`src/hw/rtl/cbpe_ram.sv`:
```
`timescale 1ns / 1ps

module cbpe_ram #(
    parameter int DEPTH = 64,
    parameter int WIDTH = 8,
    parameter int AW    = (DEPTH > 1) ? $clog2(DEPTH) : 1
) (
    input  logic             i_clk,
    input  logic             i_we,
    input  logic [AW-1:0]    i_waddr,
    input  logic [WIDTH-1:0] i_wdata,
    input  logic [AW-1:0]    i_raddr,
    output logic [WIDTH-1:0] o_rdata
);

    logic [WIDTH-1:0] r_mem [DEPTH];
    logic [WIDTH-1:0] r_rdata;

    always_ff @(posedge i_clk) begin
        if (i_we) begin
            r_mem[i_waddr] <= i_wdata;
        end
        r_rdata <= r_mem[i_raddr];
    end

    assign o_rdata = r_rdata;

endmodule

```
`config.mk`:
```
export PLATFORM = sky130hd
export DESIGN_NAME = cbpe_ram
export DESIGN_NICKNAME = d
export VERILOG_FILES = /design/src/hw/rtl/cbpe_ram.sv
export SDC_FILE = /design/constraint.sdc
export NUM_CORES = 1
export LEC_CHECK = 0
export BUFFER_PORTS_ARGS = -buffer_cell sky130_fd_sc_hd__buf_2
export CORE_ASPECT_RATIO = 0.9
export CORE_MARGIN = 2
export CORE_UTILIZATION = 40
export CTS_BUF_LIST = sky130_fd_sc_hd__clkbuf_4
export CTS_CLUSTER_SIZE = 24
export DETAILED_ROUTE_END_ITERATION = 10
export GPL_ROUTABILITY_DRIVEN = 1
export GPL_TIMING_DRIVEN = 0
export PLACE_DENSITY = 0.55
export SYNTH_ARGS = -nofsm -noshare
export SYNTH_HDL_FRONTEND = slang
export SYNTH_SLANG_ARGS = --single-unit
```
`constraint.sdc`:
```
create_clock -name i_clk -period 2.75 [get_ports i_clk]
set_input_delay 0.55 -clock i_clk [delete_from_list [all_inputs] [get_ports i_clk]]
set_output_delay 0.55 -clock i_clk [all_outputs]
set_load 0.01 [all_outputs]
```
# After elaboration in Yosys (flattened, before gate mapping)
# Memories as Yosys holds them, arrays and structs flattened. A register that Yosys moved wholly into a read port is not among the register bits.
# Index checks and enable logic that the tools add are counted.
[op_classes]
mux = 2
[ops]
columns = ["cell", "count"]
rows = [
  ["$mux 1", 2],
]
[word_totals]
regBits = 0
mem_bits_rw = 512
input_bits = 22
out_inout_bits = 8
wordCells = 3
memories = 1
[memory_table]
columns = ["name", "depth", "word_bits", "rd", "rd_clocked_by_memory_dff", "wr", "line_no", "rtl"]
rows = [
  ["r_mem", 64, 8, 1, 1, 1, "16", "logic [WIDTH-1:0] r_mem [DEPTH];"],
]

# Longest topological paths before layout
# Gate-level depths: netlist (run 1).
[logic_depth]
depth_word = 2
depth_mapped = 9

# Worst setup path before layout (run 1)
# OpenSTA, ideal clock, no wires.
[synth_path]
path_type = "input-to-reg"
start = "in i_raddr[1]"
end = "reg r_rdata[3] (netlist: o_rdata[3]), read port of r_mem"
setup_time_ps = 128
arrival_time_ps = 2090
setup_slack_ps = 532
cell_stages = 7
n_path_buf = 3
cell_sequence = "buf_4 > buf_2 > buf_2 > mux4_2 > mux4_2 > o21ai_1 > o41ai_1"
[synth_lines]
columns = ["item", "line_no", "rtl"]
rows = [
  ["start, declared", "12", "input logic [AW-1:0] i_raddr,"],
  ["end, declared", "17", "logic [WIDTH-1:0] r_rdata;"],
]

==> results.md, run 1 <==
- Share of cells above drive strength 1: roughly a third
- Final antenna-violating net count: 0
- Mux cell area share after synthesis: between 10% and 20%
- First-pass iteration count of the detailed router: 5
- Vias/cell: 5.46
- Initial antenna violation count: 7
- Actual slew at the worst max-slew pin: 1.32 ns
- DR vias: 10,273
- Core area: 0.0501 sq mm
- Mapped Area: 0.0202 sq mm
- Utilization after layout: a little under half
- Required time at the worst-slack endpoint: 3.52 ns
- CTS Buf Count: 136
- Register area: 0.0155 sq mm
- Post-CTS Hold Fix Bufs: 1
- Avg Synthesized Cell Area: about 21 sq um
- First-pass GRT wire length: slightly above 70,000 microns
- Clock slew at reported path FFs: 0.07 ns
- Syn Inst Count: 940
- Post-synth top flop: edfxtp_1
- Vias in the first global route: 10,571
- Sequential share of the synthesized area: 77.0%
- Total power: 16,300 uW
- Nets: 1,122
- Sequential power share: between 50% and 60%
- Detailed Place HPWL: 31,400 microns
- Outcome: finished, final reports clean
- Setup crit start kind: primary input
- Slew margin rel.: about an eighth
- Clock latency on the worst-skew pair: ~0.95 ns
- Leakage: 0.00724 uW
- Sum Neg Setup Slack: 0 ns
- Reg-to-Reg Start: r_mem[46][2]$_DFFE_PP_
- Multi-input logic area: 0.00433 sq mm
- Hold Path Class: in -> reg
- Critical Path Fanout Max: 10
- Max Root-Sink Buffers: 3
- I/O Buffers: 21
- Switching portion of total power: 22.4%
- Power Density: 713 mW/mm^2
- Arr. time, crit path: between 3 and 4 ns
- Total wire length: 50,100 microns
- Number of DRC violations after detailed-routing iteration 0: 1,130
- Post-synthesis xor/xnor area fraction: 0%
- GRT Util Overall: 20.1%
- Ports: 30
- Area grow syn2layout: 13.4%
- Post-synthesis compound-gate area fraction: under 10%
- Sw Pwr: 3660 uW
- Distinct cells, synth: 40
- Largest net degree at the start of global routing: 65
- Die X: 241 microns
- CTS Root Cell: clkbuf_4
- Final Max Slew Viols: 0
- Final Hold Fails: 0
- Worst reg2reg path depth: 4
- Adder-cell share of the synthesized area: 0%
- Skew final: approximately 0.051 ns
- H-tree levels: 4
- Postcts setup bufs: 0
- Max-Cap Viols: 0
- # fillers: 4,306
- Asr flop ratio synth: 0%
- Critical setup path kind: in -> reg
- Synth Register Bits: 520
- Post-synth net total: 962
- Comb power frac: between 5 and 6%
- Post-route minimum period: between 2 and 3 ns
- Initial core utilization: around two fifths
- Worst Setup End Kind: flop
- Synth Warn #: 0
- GRT Residual Overflow: 0
- Critical path launch point: i_raddr[2]
- Final setup vio count: 0
- CTS tree: built
- Hold path depth: 3
- EDFF count, synth: 512
- RSZ-0062 raised after global routing: false
- Routed length per instance: 26.6 microns
- Die ar.: 0.0522 sq mm
- Routability cong.: around 0.8
- DRC Markers: 0
- # clock sinks: 520
- Post-CTS Resized: 0
- Max Clk Rate: a little under 400 MHz
- Final period util: 92.7%
- Maximum VDD drop: 0.334 mV
- Power Internal: 12,700 uW
- Rows: 78
- Main combinational cell family by area after synthesis: multiplexers
- Post-Synth Simple-Gate Area: 3.39%
- Clk pwr share: between 40% and 50%
- Chip height: ~220 microns
- Hold path startpoint: i_waddr[0]
[kinds of logic (layout without fill, tap and decap cells)]
family | after synthesis | after routing
muxes | 162 | 162
and+or+nand+nor | 153 | 153
AOI/OAI and AO/OA | 54 | 54
other | 0 | 8
buffers and inverters | 51 | 306
DFF | 520 | 520
[per-layer routing]
| layer | routed length, microns | vias up | track usage [%] |
|---|---|---|---|
| met3 | 4830 | 111 | 7.50 |
| met5 | 23 | - | 0 |
| met2 | 22400 | 442 | 28.9 |
| met4 | 1470 | 6 | 8.96 |
| met1 | 21300 | 5353 | 27.2 |
| li1 | - | 4361 | - |
[cells in the mapped netlist, types with 3 or more instances]
cell,instances,area [sq um]
o221ai_1,8,70.1
mux2i_1,23,230
o2111ai_1,3,26.3
nor2b_1,14,87.6
o2bb2ai_1,3,26.3
nand2_1,19,71.3
buf_6,4,45.0
mux2_2,13,146
mux4_2,126,2840
edfxtp_1,512,15400
buf_2,11,55.1
nand3b_1,3,22.5
nand3_1,13,65.1
a22oi_1,3,22.5
a221oi_1,6,52.6
a21oi_1,3,15.0
nor2_1,83,312
buf_1,4,15.0
nor3_1,7,35.0
o22ai_1,8,50.1
dfxtp_1,8,160
a211oi_1,4,30.0
clkbuf_1,17,63.8
buf_4,13,97.6
nand2b_1,7,43.8
[worst max-delay path, stage by stage]
cell	delay (ns)
buf_2	0.20
buf_4	0.29
clkbuf_1	0.80
nor2b_1	0.30
a22oi_1	0.15
a221oi_1	0.74
o2bb2ai_1	0.29
[placed cells by master, fill, tap and decap left out, drive strengths merged, types with 4 or more instances in the layout]
master,instances
nand2,19
o21ai,4
a221oi,6
mux4,126
nor3,7
dfxtp,8
mux2i,23
a211oi,4
diode,8
clkbuf,215
nor2,83
mux2,13
nand2b,7
o22ai,8
buf,55
inv,6
nor2b,14
clkinv,26
o221ai,8
nand3,13
edfxtp,512
[path summary, 6_finish.rpt]
path	endpoint	slack [ns]
setup / recovery	o_rdata[2]$_DFF_P_	0.20
hold / removal	r_mem[49][6]$_DFFE_PP_	0.31
setup reg to reg	o_rdata[2]$_DFF_P_	0.38
hold reg to reg	o_rdata[1]$_DFF_P_	0.92
[sequential cells by signal (all words and copies together) (netlist names)]
name and count:
r_mem 512, o_rdata 8
[power groups by stage]
stage          logic [uW]  clock network, uW  registers, uW
2_1_floorplan         468                  0           8960
3_3_place_gp          871                  0           8960
3_5_place_dp          881                  0           8960
4_1_cts               883               6820           8790
5_1_grt               930               7230           8790
6_report              879               6640           8790
[through the flow]
| stage | cell area (sq um) | hold slack, ns | worst slack [ns] | instances |
|---|---|---|---|---|
| floorplan | 20200 | 0.649 | 0.532 | 940 |
| global placement | 21100 | 0.929 | -0.682 | 1641 |
| detailed placement | 21100 | 0.927 | -0.712 | 1641 |
| CTS | 22800 | 0.214 | 0.336 | 1875 |
| global route | 22900 | 0.270 | 0.198 | 1880 |
| finish | 22900 | 0.315 | 0.201 | 1883 |
[cell type report]
class                      count  area share (%)
sequential                   520            68.0
clock buffer                 198            6.50
multi-input combinational    369            18.9
timing repair buffer          22           0.504
buffer                        51            1.38
antenna                        8          0.0876
clock inverter                35           0.930
tap                          680            3.72
No activity file was read; power rests on OpenSTA's default activity.
==> run 2: changes to the inputs <==
- PLACE_DENSITY: 0.55 -> 0.57
==> results.md, run 2 (synthesized netlist as in run 1, its figures left out) <==
- Outcome: finished, final reports clean (unchanged)
- Core area: 0.0501 sq mm (unchanged)
- Most common cell after layout, fill and taps aside: edfxtp_1 (unchanged)
- Routability cong.: 0.857 (was 0.815)
- Nets: 1,120 (was 1,122)
- # clock sinks: 520 (unchanged)
- Arr. time, crit path: 3.27 ns (was 3.32 ns)
- Power Density: 716 mW/mm^2 (was 713 mW/mm^2)
- CTS Buf Count: 135 (was 136)
- Most frequent cells in the layout: edfxtp_1 (512), clkbuf_4 (208), mux4_2 (126) (was edfxtp_1 (512), clkbuf_4 (198), mux4_2 (126))
- Max-Cap Viols: 0 (unchanged)
- Register area: 0.0155 sq mm (unchanged)
- Detailed Place HPWL: 30,700 microns (was 31,400 microns)
- Reg-to-Reg Start: r_mem[3][3]$_DFFE_PP_ (was r_mem[46][2]$_DFFE_PP_)
- GRT Residual Overflow: 0 (unchanged)
- Final Hold Fails: 0 (unchanged)
- DR vias: 10,328 (was 10,273)
- Switching portion of total power: 21.9% (was 22.4%)
- CTS tree: built (unchanged)
- Chip height: 217 microns (unchanged)
- Max Clk Rate: 381 MHz (was 392 MHz)
- Routed length per instance: 26.2 microns (was 26.6 microns)
- First-pass iteration count of the detailed router: 5 (unchanged)
- Worst path cell trace: buf_2, buf_4, clkbuf_1, buf_2, o221ai_1, o21a_1, o41ai_1 (was buf_2, buf_4, clkbuf_1, nor2b_1, a22oi_1, a221oi_1, o2bb2ai_1)
- Vias/cell: 5.51 (was 5.46)
- Vias in the first global route: 10,494 (was 10,571)
- Comb power frac: 5.3% (was 5.4%)
- I/O Buffers: 21 (unchanged)
- Slew margin rel.: 13.7% (was 12.0%)
- Critical setup path kind: in -> reg (unchanged)
- End of the critical path: o_rdata[3]$_DFF_P_ (was o_rdata[2]$_DFF_P_)
- Required time at the worst-slack endpoint: 3.39 ns (was 3.52 ns)
- Number of DRC violations after detailed-routing iteration 0: 1,112 (was 1,130)
- Die X: 241 microns (unchanged)
- GRT Util Overall: 19.4% (was 20.1%)
- Worst slack, placed: -0.726 ns (was -0.712 ns)
- Initial antenna violation count: 2 (was 7)
- Actual slew at the worst max-slew pin: 1.29 ns (was 1.32 ns)
- Power Internal: 12,800 uW (was 12,700 uW)
- Hold slack: 0.214 ns (was 0.315 ns)
- Clk pwr share: 41.0% (was 40.7%)
- First-pass GRT wire length: 70,600 microns (was 71,900 microns)
- Setup crit start kind: primary input (unchanged)
- Critical path launch point: i_raddr[2] (unchanged)
- Placed cell area: 0.0211 sq mm (about the same)
- Hold Path Class: in -> reg (unchanged)
- DRC Markers: 0 (unchanged)
- Critical Path Fanout Max: 10 (unchanged)
- Leakage: 0.00726 uW (was 0.00724 uW)
- Die ar.: 0.0522 sq mm (unchanged)
- Worst reg-to-reg setup slack: 0.34 ns (was 0.38 ns)
- Share of cells above drive strength 1: 34.4% (was 33.7%)
- Clock slew at reported path FFs: 0.06 ns (was 0.07 ns)
- Critical Path Most Common Cell: buf_2
- Post-CTS Resized: 0 (unchanged)
- Initial core utilization: 40.3% (unchanged)
- Sequential power share: 53.7% (was 53.9%)
- # fillers: 4,306 (unchanged)
- Maximum VDD drop: 0.265 mV (was 0.334 mV)
- Rows: 78 (unchanged)
- Largest net degree at the start of global routing: 65 (unchanged)
- Ports: 30 (unchanged)
- Delay of the slowest critical-path stage: 0.65 ns (was 0.80 ns)
- CTS Root Cell: clkbuf_4 (unchanged)
- Final period util: 95.4% (was 92.7%)
- Post-CTS Hold Fix Bufs: 0 (was 1)
- Clock latency on the worst-skew pair: 0.85 ns (was 0.95 ns)
- Post-route minimum period: 2.62 ns (was 2.55 ns)
- Final setup vio count: 0 (unchanged)
- Worst reg2reg path depth: 4 (unchanged)
- Final antenna-violating net count: 0 (unchanged)
- Worst Setup End Kind: flop (unchanged)
- Final Max Slew Viols: 0 (unchanged)
- Post-route setup slack: 0.126 ns (was 0.201 ns)
- Critical path's slowest cell: clkbuf_1 (unchanged)
- Max reg flops: 512 (unchanged)
- Area grow syn2layout: 13.4% (about the same)
- RSZ-0062 raised after global routing: false (unchanged)
- Total power: 16,400 uW (was 16,300 uW)
- Skew final: 0.0442 ns (was 0.0507 ns)
- Design area: 0.0229 sq mm (about the same)
- Sw Pwr: 3590 uW (was 3660 uW)
- Total wire length: 49,200 microns (was 50,100 microns)
- Most flops, register: r_mem (unchanged)
- Postcts setup bufs: 0 (unchanged)
- R2r endpoint: o_rdata[3]$_DFF_P_ (was o_rdata[2]$_DFF_P_)
- Max Root-Sink Buffers: 3 (unchanged)
- H-tree levels: 4 (unchanged)
- Hold path depth: 2 (was 3)
- Multi-input logic area: 0.00432 sq mm (was 0.00433 sq mm)
[run 2: changes by cell type in the layout (fill, tap and decap cells not counted)]
| cell | before | now |
|---|---|---|
| clkinv_1 | 24 | 14 |
| clkinv_2 | 2 | 0 |
| diode_2 | 8 | 2 |
| nor3_1 | 5 | 6 |
| dlygate4sd3_1 | 1 | 0 |
| nor3_2 | 2 | 1 |
| clkbuf_4 | 198 | 208 |
[run 2: worst min-delay path by stage]
stage | slack [ns] | start | to
3_3_place_gp | 0.95 | o_rdata[2]$_DFF_P_ | o_rdata[2]
2_1_floorplan | 0.65 | i_wdata[0] | r_mem[0][0]$_DFFE_PP_
6_report | 0.21 | i_raddr[5] | o_rdata[5]$_DFF_P_
4_1_cts | 0.13 | i_raddr[5] | o_rdata[5]$_DFF_P_
3_5_place_dp | 0.95 | o_rdata[4]$_DFF_P_ | o_rdata[4]
5_1_grt | 0.14 | i_raddr[5] | o_rdata[5]$_DFF_P_
[run 2: power groups by stage]
stage          Sequential (uW)  Combinational, uW  Clock [uW]
2_1_floorplan             8960                468           0
3_3_place_gp              8960                868           0
3_5_place_dp              8960                878           0
4_1_cts                   8790                879        6860
5_1_grt                   8790                924        7280
6_report                  8790                874        6700
[run 2: metal layers]
layer | track usage (%) | vias up | wire (microns)
met5 | 0 | - | 7
met3 | 5.11 | 76 | 3730
li1 | - | 4355 | -
met1 | 28.4 | 5439 | 22000
met2 | 28.2 | 456 | 22400
met4 | 6.87 | 2 | 1110
[run 2: stage by stage]
stage,utilization [%],std cells,TNS (ns)
floorplan,-,940,0
global placement,42.2,1641,-17.39
detailed placement,42.2,1641,-24.36
CTS,45.6,1872,0
global route,45.7,1874,0
finish,45.7,1874,0
[run 2: worst max-delay path: cells and delay by family]
| kind | cells | cell delay (ns) |
|---|---|---|
| buffers and inverters | 4 | 1.65 |
| AOI/OAI and AO/OA | 3 | 1.04 |
[run 2: area by class of cell]
| type | instances | area share (%) |
|---|---|---|
| timing repair buffer | 21 | 0.460 |
| clock inverter | 23 | 0.722 |
| tap | 680 | 3.72 |
| multi-input combinational | 369 | 18.9 |
| clock buffer | 208 | 6.83 |
| buffer | 51 | 1.38 |
| antenna | 2 | 0.0219 |
| sequential | 520 | 68.0 |
